**config.mk**
```make
export PLATFORM = sky130hd
export DESIGN_NAME = periodic_task_tick_scheduler
export DESIGN_NICKNAME = d
export VERILOG_FILES = /design/src/hdl/ptts_pkg.sv /design/src/hdl/ptts_mem.sv /design/src/hdl/ptts_unit.sv /design/src/hdl/ptts_seq.sv /design/src/hdl/periodic_task_tick_scheduler.sv
export SDC_FILE = /design/constraint.sdc
export NUM_CORES = 2
export LEC_CHECK = 0
export BUFFER_PORTS_ARGS = -buffer_cell sky130_fd_sc_hd__clkbuf_2
export CAP_MARGIN = 20
export CORE_MARGIN = 2
export CORE_UTILIZATION = 30
export DETAILED_ROUTE_END_ITERATION = 7
export GPL_TIMING_DRIVEN = 0
export PLACE_DENSITY_LB_ADDON = 0.05
export SLEW_MARGIN = 20
export SYNTH_ARGS = -nofsm -noshare
export SYNTH_HDL_FRONTEND = slang
export SYNTH_SLANG_ARGS = --single-unit
```
**constraint.sdc**
```tcl
create_clock -name clk -period 6.2 [get_ports clk]
set_input_delay 1.55 -clock clk [delete_from_list [all_inputs] [get_ports clk]]
set_output_delay 1.55 -clock clk [all_outputs]
set_load 0.01 [all_outputs]
```
**src/hdl/ptts_pkg.sv**
```systemverilog
// types, constants and helpers of the periodic task tick scheduler
package ptts_pkg;

  localparam int NUM_CORES = 2;
  localparam int MAX_TASKS = 16;

  localparam int DATA_W   = 16;
  localparam int ENTRIES  = NUM_CORES * MAX_TASKS;
  localparam int ADDR_W   = (ENTRIES > 1) ? $clog2(ENTRIES) : 1;
  localparam int CORE_IW  = (NUM_CORES > 1) ? $clog2(NUM_CORES) : 1;
  localparam int TIDX_W   = (MAX_TASKS > 1) ? $clog2(MAX_TASKS) : 1;
  localparam int CNT_W    = $clog2(MAX_TASKS + 1);
  localparam int MASK_CORES = (NUM_CORES < 2) ? NUM_CORES : 2;

  localparam logic [DATA_W-1:0] WDT_RELOAD_RST = 16'd1000;

  typedef enum logic [1:0] {
    CMD_ADD      = 2'd0,
    CMD_TICK     = 2'd1,
    CMD_DISPATCH = 2'd2,
    CMD_START    = 2'd3
  } cmd_t;

  typedef enum logic [1:0] {
    KIND_ADD  = 2'd0,
    KIND_TICK = 2'd1,
    KIND_FIRE = 2'd2,
    KIND_DONE = 2'd3
  } kind_t;

  typedef enum logic [1:0] {
    ST_IDLE,
    ST_WALK,
    ST_DONE
  } state_t;

  typedef struct packed {
    kind_t             kind;
    logic              core;
    logic [3:0]        task_index;
    logic              add_ok;
    logic [DATA_W-1:0] missed_ticks;
    logic [1:0]        wdt_mask;
    logic              last;
  } result_t;

  typedef struct packed {
    logic              rd_en;
    logic [ADDR_W-1:0] rd_addr;
    logic              wr_cd;
    logic              wr_per;
    logic [ADDR_W-1:0] wr_addr;
    logic [DATA_W-1:0] wr_cd_data;
    logic [DATA_W-1:0] wr_per_data;
  } mem_req_t;

  // flat table address of task t of core c
  function automatic logic [ADDR_W-1:0] entry_addr(logic [CORE_IW-1:0] c,
                                                   logic [TIDX_W-1:0] t);
    return ADDR_W'(int'(c) * MAX_TASKS + int'(t));
  endfunction

endpackage

```
**src/hdl/ptts_mem.sv**
```systemverilog
// countdown and period tables, one write and one registered read port each
module ptts_mem (
  input  logic                      clk,
  input  ptts_pkg::mem_req_t        req,
  output logic [ptts_pkg::DATA_W-1:0] rd_countdown,
  output logic [ptts_pkg::DATA_W-1:0] rd_period
);
  import ptts_pkg::*;

  logic [DATA_W-1:0] countdown_mem [ENTRIES];
  logic [DATA_W-1:0] period_mem    [ENTRIES];

  always_ff @(posedge clk) begin
    if (req.wr_cd) begin
      countdown_mem[req.wr_addr] <= req.wr_cd_data;
    end
    if (req.wr_per) begin
      period_mem[req.wr_addr] <= req.wr_per_data;
    end
  end

  always_ff @(posedge clk) begin
    if (req.rd_en) begin
      rd_countdown <= countdown_mem[req.rd_addr];
      rd_period    <= period_mem[req.rd_addr];
    end
  end

endmodule

```
**src/hdl/ptts_unit.sv**
```systemverilog
// shared countdown unit: decrement a nonzero countdown on tick or start, reload a zero one on dispatch
module ptts_unit (
  input  logic                        reload_mode,
  input  logic [ptts_pkg::DATA_W-1:0] cd,
  input  logic [ptts_pkg::DATA_W-1:0] per,
  output logic                        wr,
  output logic                        fire,
  output logic [ptts_pkg::DATA_W-1:0] val
);
  import ptts_pkg::*;

  logic is_zero;

  assign is_zero = (cd == '0);
  assign fire    = reload_mode && is_zero;
  assign wr      = reload_mode ? is_zero : !is_zero;
  assign val     = reload_mode ? per : cd - DATA_W'(1);

endmodule

```
**src/hdl/ptts_seq.sv**
```systemverilog
// command sequencer: task counts, watchdogs, tick count and the table walk
module ptts_seq (
  input  logic                        clk,
  input  logic                        rst,
  input  logic                        item_valid,
  output logic                        item_stall,
  input  logic [1:0]                  cmd,
  input  logic                        core,
  input  logic [ptts_pkg::DATA_W-1:0] offset,
  input  logic [ptts_pkg::DATA_W-1:0] period,
  input  logic [ptts_pkg::DATA_W-1:0] wdt_reload,
  input  logic                        out_free,
  output ptts_pkg::mem_req_t          mem_req,
  input  logic [ptts_pkg::DATA_W-1:0] rd_countdown,
  input  logic [ptts_pkg::DATA_W-1:0] rd_period,
  output logic                        emit,
  output ptts_pkg::result_t           emit_res
);
  import ptts_pkg::*;

  localparam logic [CORE_IW-1:0] LAST_CORE = CORE_IW'(NUM_CORES - 1);

  state_t state, state_next;

  logic [CNT_W-1:0]  tcount    [NUM_CORES];
  logic [DATA_W-1:0] wdog      [NUM_CORES];
  logic [31:0]       last_seen [NUM_CORES];
  logic [31:0]       tick_count;

  result_t            res;
  logic               walk_all;
  logic               walk_dispatch;
  logic [CORE_IW-1:0] pcore;
  logic [CNT_W-1:0]   ptask;
  logic               ptr_done;
  logic               p_v;
  logic [ADDR_W-1:0]  p_addr;
  logic [TIDX_W-1:0]  p_task;

  cmd_t               cmd_in;
  logic [CORE_IW-1:0] lcore;
  logic               core_ok;
  logic               add_room;
  logic               run;
  logic [31:0]        dm1;
  logic [DATA_W-1:0]  missed;
  logic [DATA_W:0]    cd_init;
  logic [1:0]         mask;
  logic [DATA_W-1:0]  wdog_dec [NUM_CORES];
  logic               cur_has;

  logic accept, advance, consume, rd_en, ptr_next_core, ptr_finish;
  logic u_wr, u_fire;
  logic [DATA_W-1:0] u_val;

  assign cmd_in   = cmd_t'(cmd);
  assign lcore    = CORE_IW'(core);
  assign core_ok  = 32'(core) < NUM_CORES;
  assign add_room = core_ok && (tcount[lcore] < CNT_W'(MAX_TASKS));
  assign run      = core_ok && (last_seen[lcore] < tick_count);
  // elapsed ticks minus one
  assign dm1      = tick_count + ~last_seen[lcore];
  assign missed   = !run ? '0 : ((|dm1[31:DATA_W]) ? '1 : dm1[DATA_W-1:0]);
  assign cd_init  = {1'b0, offset} + (DATA_W+1)'(1);
  assign cur_has  = !ptr_done && (ptask < tcount[pcore]);

  always_comb begin
    mask = '0;
    for (int c = 0; c < NUM_CORES; c++) begin
      wdog_dec[c] = (wdog[c] != '0) ? wdog[c] - DATA_W'(1) : '0;
    end
    for (int c = 0; c < MASK_CORES; c++) begin
      mask[c] = (wdog[c] == DATA_W'(1));
    end
  end

  ptts_unit u_unit (
    .reload_mode (walk_dispatch),
    .cd          (rd_countdown),
    .per         (rd_period),
    .wr          (u_wr),
    .fire        (u_fire),
    .val         (u_val)
  );

  always_ff @(posedge clk) begin
    if (rst) begin
      state <= ST_IDLE;
    end else begin
      state <= state_next;
    end
  end

  always_comb begin
    state_next    = state;
    item_stall    = 1'b1;
    accept        = 1'b0;
    advance       = 1'b0;
    consume       = 1'b0;
    rd_en         = 1'b0;
    ptr_next_core = 1'b0;
    ptr_finish    = 1'b0;
    emit          = 1'b0;
    emit_res      = res;
    mem_req       = '0;
    unique case (state)
      ST_IDLE: begin
        // no transfer while reset is applied
        item_stall = rst;
        accept     = item_valid && !rst;
        if (accept) begin
          unique case (cmd_in)
            CMD_ADD: begin
              state_next = ST_DONE;
              if (add_room) begin
                mem_req.wr_cd       = 1'b1;
                mem_req.wr_per      = 1'b1;
                mem_req.wr_addr     = entry_addr(lcore, tcount[lcore][TIDX_W-1:0]);
                mem_req.wr_cd_data  = cd_init[DATA_W] ? '1 : cd_init[DATA_W-1:0];
                mem_req.wr_per_data = period;
              end
            end
            CMD_TICK, CMD_START: state_next = ST_WALK;
            CMD_DISPATCH:        state_next = run ? ST_WALK : ST_DONE;
            default:             state_next = ST_DONE;
          endcase
        end
      end
      ST_WALK: begin
        // a fired entry waits until its transfer can be loaded
        consume       = !(p_v && u_fire) || out_free;
        advance       = !p_v || consume;
        rd_en         = advance && cur_has;
        mem_req.rd_en = rd_en;
        mem_req.rd_addr = entry_addr(pcore, ptask[TIDX_W-1:0]);
        if (p_v && consume && u_wr) begin
          mem_req.wr_cd      = 1'b1;
          mem_req.wr_addr    = p_addr;
          mem_req.wr_cd_data = u_val;
        end
        if (p_v && u_fire && out_free) begin
          emit     = 1'b1;
          emit_res = '{kind: KIND_FIRE, core: res.core, task_index: 4'(p_task),
                       add_ok: 1'b0, missed_ticks: '0, wdt_mask: '0, last: 1'b0};
        end
        if (!ptr_done && !cur_has) begin
          if (walk_all && pcore != LAST_CORE) begin
            ptr_next_core = 1'b1;
          end else begin
            ptr_finish = 1'b1;
          end
        end
        if (ptr_done && !p_v) begin
          state_next = ST_DONE;
        end
      end
      ST_DONE: begin
        if (out_free) begin
          emit       = 1'b1;
          state_next = ST_IDLE;
        end
      end
      default: state_next = ST_IDLE;
    endcase
  end

  // control and architectural state
  always_ff @(posedge clk) begin
    if (rst) begin
      tcount     <= '{default: '0};
      wdog       <= '{default: '0};
      last_seen  <= '{default: '0};
      tick_count <= '0;
      ptr_done   <= 1'b1;
      p_v        <= 1'b0;
    end else if (accept) begin
      p_v      <= 1'b0;
      ptr_done <= 1'b0;
      unique case (cmd_in)
        CMD_ADD: begin
          if (add_room) begin
            tcount[lcore] <= tcount[lcore] + CNT_W'(1);
          end
        end
        CMD_TICK: begin
          for (int c = 0; c < NUM_CORES; c++) begin
            wdog[c] <= wdog_dec[c];
          end
          tick_count <= tick_count + 32'd1;
        end
        CMD_DISPATCH: begin
          if (core_ok) begin
            wdog[lcore] <= wdt_reload;
            if (run) begin
              last_seen[lcore] <= tick_count;
            end
          end
        end
        CMD_START: begin
          for (int c = 0; c < NUM_CORES; c++) begin
            wdog[c]      <= wdt_reload;
            last_seen[c] <= '0;
          end
          tick_count <= 32'd1;
        end
        default: ;
      endcase
    end else if (state == ST_WALK) begin
      if (ptr_finish) begin
        ptr_done <= 1'b1;
      end
      if (advance) begin
        p_v <= rd_en;
      end
    end
  end

  // latched reply and walk pointers
  always_ff @(posedge clk) begin
    if (accept) begin
      walk_all      <= (cmd_in == CMD_TICK) || (cmd_in == CMD_START);
      walk_dispatch <= (cmd_in == CMD_DISPATCH);
      pcore         <= ((cmd_in == CMD_DISPATCH) && core_ok) ? lcore : '0;
      ptask         <= '0;
      unique case (cmd_in)
        CMD_ADD: res <= '{kind: KIND_ADD, core: core,
                          task_index: add_room ? 4'(tcount[lcore]) : 4'd0,
                          add_ok: add_room, missed_ticks: '0, wdt_mask: '0,
                          last: 1'b1};
        CMD_TICK, CMD_START: res <= '{kind: KIND_TICK, core: 1'b0, task_index: 4'd0,
                                      add_ok: 1'b0, missed_ticks: '0,
                                      wdt_mask: mask, last: 1'b1};
        CMD_DISPATCH: res <= '{kind: KIND_DONE, core: core, task_index: 4'd0,
                               add_ok: 1'b0, missed_ticks: missed, wdt_mask: '0,
                               last: 1'b1};
        default: res <= res;
      endcase
    end else if (state == ST_WALK) begin
      if (rd_en) begin
        ptask <= ptask + CNT_W'(1);
      end else if (ptr_next_core) begin
        pcore <= pcore + CORE_IW'(1);
        ptask <= '0;
      end
      if (advance) begin
        p_addr <= mem_req.rd_addr;
        p_task <= ptask[TIDX_W-1:0];
      end
    end
  end

endmodule

```
**src/hdl/periodic_task_tick_scheduler.sv**
```systemverilog
// Periodic task tick scheduler: two cores of up to 16 periodic tasks each, one
// watchdog per core. Items are taken one at a time; the input stalls until the
// last result of the current item has been loaded into the output register.
// An add writes its table entry when it is accepted. A tick or start walks
// every added task of every core through one countdown unit fed by a single
// registered read port, one entry per cycle. A dispatch pass walks the
// addressed core only, or none when no tick elapsed since its previous pass;
// a fired task waits while the result output is stalled. No clearing pass
// follows reset: entries beyond a core's task count are never read. wdt_reload
// is written over its own transfer channel, which is always ready, and must
// only change while idle.
module periodic_task_tick_scheduler (
  input  logic        clk,
  input  logic        rst,
  input  logic        item_valid,
  output logic        item_stall,
  input  logic [1:0]  cmd,
  input  logic        core,
  input  logic [15:0] offset,
  input  logic [15:0] period,
  output logic        result_valid,
  input  logic        result_stall,
  output logic [1:0]  kind,
  output logic        out_core,
  output logic [3:0]  task_index,
  output logic        add_ok,
  output logic [15:0] missed_ticks,
  output logic [1:0]  wdt_expired_mask,
  output logic        last,
  input  logic        cfg_valid,
  output logic        cfg_ready,
  input  logic [15:0] cfg_data
);
  import ptts_pkg::*;

  logic [DATA_W-1:0] wdt_reload;
  logic              out_free;
  logic              emit;
  result_t           emit_res;
  result_t           res;
  mem_req_t          mem_req;
  logic [DATA_W-1:0] rd_countdown;
  logic [DATA_W-1:0] rd_period;

  assign cfg_ready = 1'b1;

  always_ff @(posedge clk) begin
    if (rst) begin
      wdt_reload <= WDT_RELOAD_RST;
    end else if (cfg_valid && cfg_ready) begin
      wdt_reload <= cfg_data;
    end
  end

  ptts_mem u_mem (
    .clk          (clk),
    .req          (mem_req),
    .rd_countdown (rd_countdown),
    .rd_period    (rd_period)
  );

  ptts_seq u_seq (
    .clk          (clk),
    .rst          (rst),
    .item_valid   (item_valid),
    .item_stall   (item_stall),
    .cmd          (cmd),
    .core         (core),
    .offset       (offset),
    .period       (period),
    .wdt_reload   (wdt_reload),
    .out_free     (out_free),
    .mem_req      (mem_req),
    .rd_countdown (rd_countdown),
    .rd_period    (rd_period),
    .emit         (emit),
    .emit_res     (emit_res)
  );

  // output register, reloaded whenever it is empty or its transfer completes
  assign out_free = !result_valid || !result_stall;

  always_ff @(posedge clk) begin
    if (rst) begin
      result_valid <= 1'b0;
    end else if (out_free) begin
      result_valid <= emit;
    end
  end

  always_ff @(posedge clk) begin
    if (out_free && emit) begin
      res <= emit_res;
    end
  end

  assign kind             = res.kind;
  assign out_core         = res.core;
  assign task_index       = res.task_index;
  assign add_ok           = res.add_ok;
  assign missed_ticks     = res.missed_ticks;
  assign wdt_expired_mask = res.wdt_mask;
  assign last             = res.last;

endmodule

```
== Word level (Yosys, flattened, before mapping) ==
Memories as Yosys holds them, arrays and structs flattened. A register that Yosys moved wholly into a read port is not among the register bits.
Index checks and enable logic that the tools add are counted.

* Register bits after elaboration: 230
* Bits in latches: 0
* Memory bits (writable): 1024
* Memory bits (read-only): 0
* Input bits: 56
* Output and inout bits: 30
* Logic and storage cells: 194
* Memories kept: 2

{| class="wikitable"
|+ Memory list
! name !! depth !! bits a word !! rd ports !! clocked after Yosys merged registers in !! write ports !! RTL line !! text
|-
| u_mem.countdown_mem || 32 || 16 || 1 || 1 || 1 || ptts_mem.sv:10 || <nowiki>logic [DATA_W-1:0] countdown_mem [ENTRIES];</nowiki>
|-
| u_mem.period_mem || 32 || 16 || 1 || 1 || 1 || ptts_mem.sv:11 || <nowiki>logic [DATA_W-1:0] period_mem [ENTRIES];</nowiki>
|}

* Add/sub/neg operators: 11
* $mul: 0
* Div/mod/pow operators: 0
* Magnitude comparators: 6
* Eq/ne operators: 12
* Shift operators: 0
* Muxes and demuxes: 76
* Bitwise gates (word level): 5
* Reduce and logical (&&, ||, !) cells: 50

{| class="wikitable"
|+ Operator list
! cell !! number
|-
| $mux 16 || 8
|-
| $mux 32 || 4
|-
| $pmux 64 s2 || 1
|-
| $mux 39 || 3
|-
| $pmux 32 s3 || 1
|-
| $pmux 27 s3 || 1
|-
| $bwmux 64 || 1
|-
| $mux 64 || 1
|-
| $pmux 32 s2 || 1
|-
| $mux 27 || 2
|-
| $sub 16x1->16 const B || 3
|-
| $mux 5 || 9
|-
| $pmux 21 s2 || 1
|-
| $add 32x1->32 const B || 1
|-
| $add 32x32->32 || 1
|-
| $bwmux 32 || 1
|-
| $demux 32 s1 || 1
|-
| $eq 16x1->1 const B || 2
|-
| $lt 32x32->1 || 1
|-
| $not 32->32 || 1
|-
| $reduce_bool 16->1 || 2
|-
| $mux 1 || 27
|-
| $mux 21 || 1
|-
| $add 16x1->17 const B || 1
|-
| 32 further kinds || 85
|}

== Depth between registers and ports, before layout ==
* Depth in word-level cells: 14
* Mapped depth: 18
* Depth with buffers taken out: 13

== Hierarchy ==
Synthesis repeated with hierarchy kept, for this count alone.

* Cell total of the unflattened synthesis: 4000
* Area total of the unflattened synthesis: 55406.9 um2

{| class="wikitable"
|+ By module, submodules not included
! module !! instances !! cells an instance !! area each (um2) !! seq. area each (um2)
|-
| ptts_mem || 1 || 2305 || 40989.3 || 31710.4
|-
| ptts_seq || 1 || 1532 || 12477.0 || 4083.9
|-
| periodic_task_tick_scheduler || 1 || 86 || 1461.4 || 1151.1
|-
| ptts_unit || 1 || 77 || 479.2 || 0.0
|}

== Worst setup path before layout ==
OpenSTA, ideal clock, no wires.

* Path type: input to register
* Start: in core
* End: reg u_seq.res[10] (netlist bit), data pin
* Library setup time: 0.272 ns
* Data arrival time: 5.933 ns
* Required time: 5.928 ns
* Setup slack: -0.005 ns
* Stages on the path: 17
* Path buffers: 5
* Cell sequence: clkbuf_1 -> clkbuf_1 -> buf_1 -> buf_1 -> mux2i_1 -> inv_1 -> ha_1 -> a211oi_1 -> o211ai_1 -> nand4_1 -> a211oi_2 -> o21ai_1 -> xnor2_1 -> or4_4 -> nor4_4 -> buf_6 -> a31oi_1

* Cells in the longest elaborated chain, start to end: 10
* Elaborated cells between the ends (all ways): 11
* Classes of those cells: add/sub: 1; order compare: 1; mux: 6; bitwise: 2; reduce/logical: 1

{| class="wikitable"
|+ Ends and longest elaborated chain
! what !! RTL line !! text
|-
| start: declaration || periodic_task_tick_scheduler.sv:18 || <nowiki>input logic core,</nowiki>
|-
| $not 1->2 (not written as such) * || ptts_seq.sv:60, ptts_seq.sv:62 ||
|-
| $mux 32 (not written as such) * (3 in a row) || ptts_seq.sv:60, ptts_seq.sv:62 ||
|-
| $not 32->32 || ptts_seq.sv:62 || <nowiki>assign dm1 = tick_count + ~last_seen[lcore];</nowiki>
|-
| $add 32x32->32 || ptts_seq.sv:62 ||
|-
| $reduce_or 16->1 || ptts_seq.sv:63 || <nowiki>assign missed = !run ? '0 : ((|dm1[31:DATA_W]) ? '1 : dm1[DATA_W-1:0]);</nowiki>
|-
| $mux 16 || ptts_seq.sv:63 ||
|-
| $mux 16 * || ptts_seq.sv:63 ||
|-
| $pmux 27 s3 * || ptts_seq.sv:225 || <nowiki>unique case (cmd_in)</nowiki>
|-
| end signal: assignment || ptts_seq.sv:226 || <nowiki>CMD_ADD: res <= '{kind: KIND_ADD, core: core,</nowiki>
|-
| end signal: assignment || ptts_seq.sv:230 || <nowiki>CMD_TICK, CMD_START: res <= '{kind: KIND_TICK, core: 1'b0, task_index: 4'd0,</nowiki>
|-
| end signal: assignment || ptts_seq.sv:233 || <nowiki>CMD_DISPATCH: res <= '{kind: KIND_DONE, core: core, task_index: 4'd0,</nowiki>
|-
| end: declaration || ptts_seq.sv:30 || <nowiki>result_t res;</nowiki>
|}

Mark *: on every way between the ends. The rest lies on a longest branch, timed or not. The select of a mux whose other input is x is not followed.
A chain may end at the register's enable or synchronous reset.

== Worst setup path in the final report ==
* Start: reg u_mem.rd_countdown[7] (netlist bit) (read register of u_mem.countdown_mem)
* End: mem u_mem.countdown_mem[0][8] (enable)

* Cells in the longest elaborated chain, start to end: 11
* Elaborated cells between the ends (all ways): 15
* Classes of those cells: mux: 7; reduce/logical: 8

{| class="wikitable"
|+ Ends and longest elaborated chain
! what !! RTL line !! text
|-
| start: declaration || ptts_mem.sv:5 || <nowiki>output logic [ptts_pkg::DATA_W-1:0] rd_countdown,</nowiki>
|-
| $logic_not 16->1 * || ptts_unit.sv:14 || <nowiki>assign is_zero = (cd == '0);</nowiki>
|-
| $logic_and 1x1->1 || ptts_unit.sv:15 || <nowiki>assign fire = reload_mode && is_zero;</nowiki>
|-
| $logic_and 1x1->1 || ptts_seq.sv:131 || <nowiki>consume = !(p_v && u_fire) || out_free;</nowiki>
|-
| $logic_not 1->1 || ptts_seq.sv:131 ||
|-
| $logic_or 1x1->1 || ptts_seq.sv:131 ||
|-
| $logic_and 1x1->1 || ptts_seq.sv:136 || <nowiki>if (p_v && consume && u_wr) begin</nowiki>
|-
| $logic_and 1x1->1 * || ptts_seq.sv:136 ||
|-
| $mux 1 || ptts_seq.sv:136 ||
|-
| $pmux 1 s2 || ptts_seq.sv:106 || <nowiki>unique case (state)</nowiki>
|-
| $mux 1 || ptts_mem.sv:14 || <nowiki>if (req.wr_cd) begin</nowiki>
|-
| $mux 1 (not written as such) || ptts_mem.sv:15 || <nowiki>countdown_mem[req.wr_addr] <= req.wr_cd_data;</nowiki>
|-
| end: declaration || ptts_mem.sv:10 ||
|}

Mark *: on every way between the ends. The rest lies on a longest branch, timed or not.

==> results.md <==
* Outcome: completed
* Crit Path Category: flip-flop to flip-flop
* Setup tns final at 0 ns
* Worst-Skew Late Latency at 0.81 ns
* Fraction of final layout cells sized beyond drive strength 1 at 15.8%
* H-tree level count at 4
* Number of antenna violations at the first check in global routing at 2
* ANT nets after route at 0
* Cell repeated most along the worst path: nand2_1
* Maximum fanout encountered on the critical timing path at 11
* Number of endpoints with negative hold slack in the final report at 0
* Vias in the first global route at 34,584
* Min-Delay Path Class: flip-flop to flip-flop
* Synth Net Count at 3,973
* Async S/R FF share, synth at 0%
* Period utilization at 95.4%
* Largest vdd supply drop at 0.244 mV
* Post-layout minimum cycle time at 5.91 ns
* Portion of the post-synthesis area used by sequential elements at 68.4%
* Number of buffers inserted during clock tree synthesis at 154
* CTS clock-pin slew for the worst setup and hold paths at 0.06 ns
* Clock tree from TritonCTS: done
* Routed wire length at 177,000 µm
* Grt total ovfl at 0
* Cell Area, Synth at 0.0540 mm²
* Placer congestion estimate at 0.819
* Iteration-0 DRC count of the detailed router at 2,771
* Wire length of the first global-routing pass at 255,000 µm
* Number of nets in the final layout at 4,294
* Total power of the final layout at 18.8 mW
* Avg Cell Area, Syn at 14.1 µm²
* CTS sink cnt at 1,285
* # IOs at 86
* Die Outline Area at 0.183 mm²
* Routed via count at 33,812
* Warnings, synthesis at 0
* Port Buf Inserts at 82
* Max-cap viol count at 0
* Type of origin of the critical path: flip-flop
* Non-Filler Instances at 6,632
* Floorplan row count at 155
* Total leakage power at 20.8 nW
* Post-layout util at 36.0%
* Maximum number of pins on one net before global-route repair at 33
* Endpoints failing setup at 0
* Number of distinct standard cells referenced by the synthesized netlist at 76
* Synthesized flop and latch total at 1,285
* Detailed-route wire length per cell at 26.7 µm
* Height of the die at 428 µm
* P&R area growth vs syn at 18.9%
* Number of pins exceeding their max-slew limit in the final report at 0
* RSZ-0062 raised after global routing: no
* CP top delay family: simple AND/OR/NAND/NOR gates
* Largest clock skew in the final design at 0.0287 ns
* Via density at 5.10
* Actual slew at the worst max-slew pin at 1.18 ns
* Number of cells produced by synthesis at 3,828
* Required time of the critical path at 6.70 ns
* First-pass iteration count of the detailed router at 5
* Initial Util at 30.2%
* Minimum hold slack at 0.424 ns
* Detailed-placement wirelength estimate at 126,000 µm
* Max stage delay cell, worst path: nor4bb_1
* Power density relative to cell area at 293 mW/mm²
* GRT Overall Usage at 19.2%
* Die boundary width at 428 µm
* Count of flip-flops with a built-in enable after synthesis at 1,121
* Cell at the root of the clock tree: clkbuf_16
* Crit path buffers/inverters at 1
* Highest cell delay on the worst timing path at 0.75 ns
* Crit path cell chain: or4_1 -> nor4_1 -> nand2b_1 -> nor4bb_1 -> ha_1 -> nand2_1 -> o21ai_0 -> nor3b_2 -> nand2_1 -> o21ai_0 -> nor2_1 -> nand2_1 -> a211oi_4 -> buf_6
* Maximum achievable frequency at 169 MHz
* Most used flip-flop cell after synthesis: edfxtp_1
* Number of cells in the design after placement at 6,347
* Core area at 0.179 mm²
* Endpoint type of the worst setup path: flip-flop
* DRC violations left at 0
* Arrival time of the worst setup path at 6.41 ns
* Max Buffers Root-to-Sink at 3
* Worst relative slew slack at 21.3%
-- cell type report --
| cell class | count | area [µm²] |
|---|---|---|
| Tap cell | 2355 | 2950 |
| Inverter | 95 | 357 |
| Clock inverter | 86 | 792 |
| Multi-Input combinational cell | 2217 | 16400 |
| Timing Repair Buffer | 166 | 1800 |
| Sequential cell | 1285 | 36900 |
| Clock buffer | 196 | 4030 |
| Buffer | 230 | 942 |
| Antenna cell | 2 | 5.00 |
| Fill cell | 17288 | 114000 |
-- timing repair --
item / in CTS / in global routing
gates cloned: 0 / 0
endpoints found under the setup margin: 181 / 748
pin swaps: 0 / 3
setup buffers: 0 / 2
resized for setup: 17 / 17
hold buffers: 0 / 0
-- worst reg2reg max path, stage by stage (launching register included) --
cell and delay, ns:
edfxtp_1 0.48, or4_1 0.62, nor4_1 0.31, nand2b_1 0.12, nor4bb_1 0.75, ha_1 0.27
nand2_1 0.07, o21ai_0 0.61, nor3b_2 0.25, nand2_1 0.16, o21ai_0 0.30, nor2_1 0.24
nand2_1 0.49, a211oi_4 0.68, buf_6 0.27
-- through the flow --
stage	instance area, µm²	setup WS [ns]
2_1_floorplan	54000	0.181
3_3_place_gp	57400	-2.33
3_5_place_dp	59200	-2.14
4_1_cts	64100	0.00929
5_1_grt	64200	0.0228
6_report	64200	0.287
-- layer usage --
layer  GRT usage (%)  vias up  part of all wire [%]
met2            31.5      763                    48
met5               0        -                     0
li1                -    15537                     -
met1            25.9    17267                    45
met4            6.06        0                   2.9
met3            3.08      245                   4.2
-- cell usage in the layout, fill, tap and decap left out, types with 90 or more instances in the layout --
cell type / instances
a21oi_1: 313
clkbuf_16: 154
nand2_1: 304
edfxtp_1: 1121
o22ai_1: 155
nor2_1: 178
clkbuf_2: 90
clkbuf_1: 210
mux4_2: 128
o21ai_0: 207
dfxtp_1: 164
inv_1: 95
-- cells in the mapped netlist, types with 20 or more instances --
library cell	instances	area share (%)
o21ai_0	220	2.0
dfxtp_1	164	6.1
nand4_1	23	0.27
o221ai_1	70	1.1
o41a_1	32	0.67
a2111o_1	31	0.65
mux4_2	128	5.3
a31oi_1	23	0.27
o21a_1	23	0.32
o22ai_1	158	1.8
nand3_1	43	0.40
nor2_1	241	1.7
a21oi_1	314	2.9
a22o_1	32	0.52
buf_1	32	0.22
ha_1	88	2.0
nand2_1	306	2.1
nor3b_1	35	0.49
nor2b_1	37	0.43
xor2_1	28	0.45
edfxtp_1	1121	62
xnor2_1	49	0.79
inv_1	95	0.66
a21o_1	21	0.29
clkbuf_1	178	1.2
nor3_1	56	0.52
and2_1	20	0.23
mux2i_1	88	1.6
-- logic make-up (layout without fill, tap and decap cells) --
group | after synthesis | count (layout) | synth area share (%)
fa+ha+maj | 89 | 89 | 2.08
other cells | 1 | 3 | 0.00694
buf+inv | 326 | 773 | 2.34
mux | 223 | 223 | 7.11
simple gates | 837 | 837 | 7.17
compound gates | 990 | 990 | 11.6
xor+xnor | 77 | 77 | 1.25
flops | 1285 | 1285 | 68.4
-- flip-flops by register name, indices dropped and copies added, names as in the netlist, 10 cells and up --
name	flops
u_mem.countdown_mem	512
u_mem.period_mem	512
u_seq.last_seen	64
u_seq.tick_count	32
u_seq.wdog	32
u_seq.res	26
missed_ticks	16
u_mem.rd_countdown	16
u_mem.rd_period	16
wdt_reload	16
u_seq.tcount	10
-- final timing paths --
check / startpoint / cells after the start / slack, ns / to
worst min register to register: u_seq.res[24] / 0 / 0.42 / out_core
worst max register to register: u_mem.rd_countdown[7] / 14 / 0.29 / u_mem.countdown_mem[0][8]
worst min-delay path: u_seq.res[24] / 0 / 0.42 / out_core
worst max-delay path: u_mem.rd_countdown[7] / 14 / 0.29 / u_mem.countdown_mem[0][8]
-- power by group --
part	switching (mW)	internal [mW]	total, mW
clock	3.76	4.90	8.65
combinational	0.502	0.220	0.723
sequential	0.0549	9.39	9.45
total	4.31	14.5	18.8
Power figures use the tool's default switching activity.
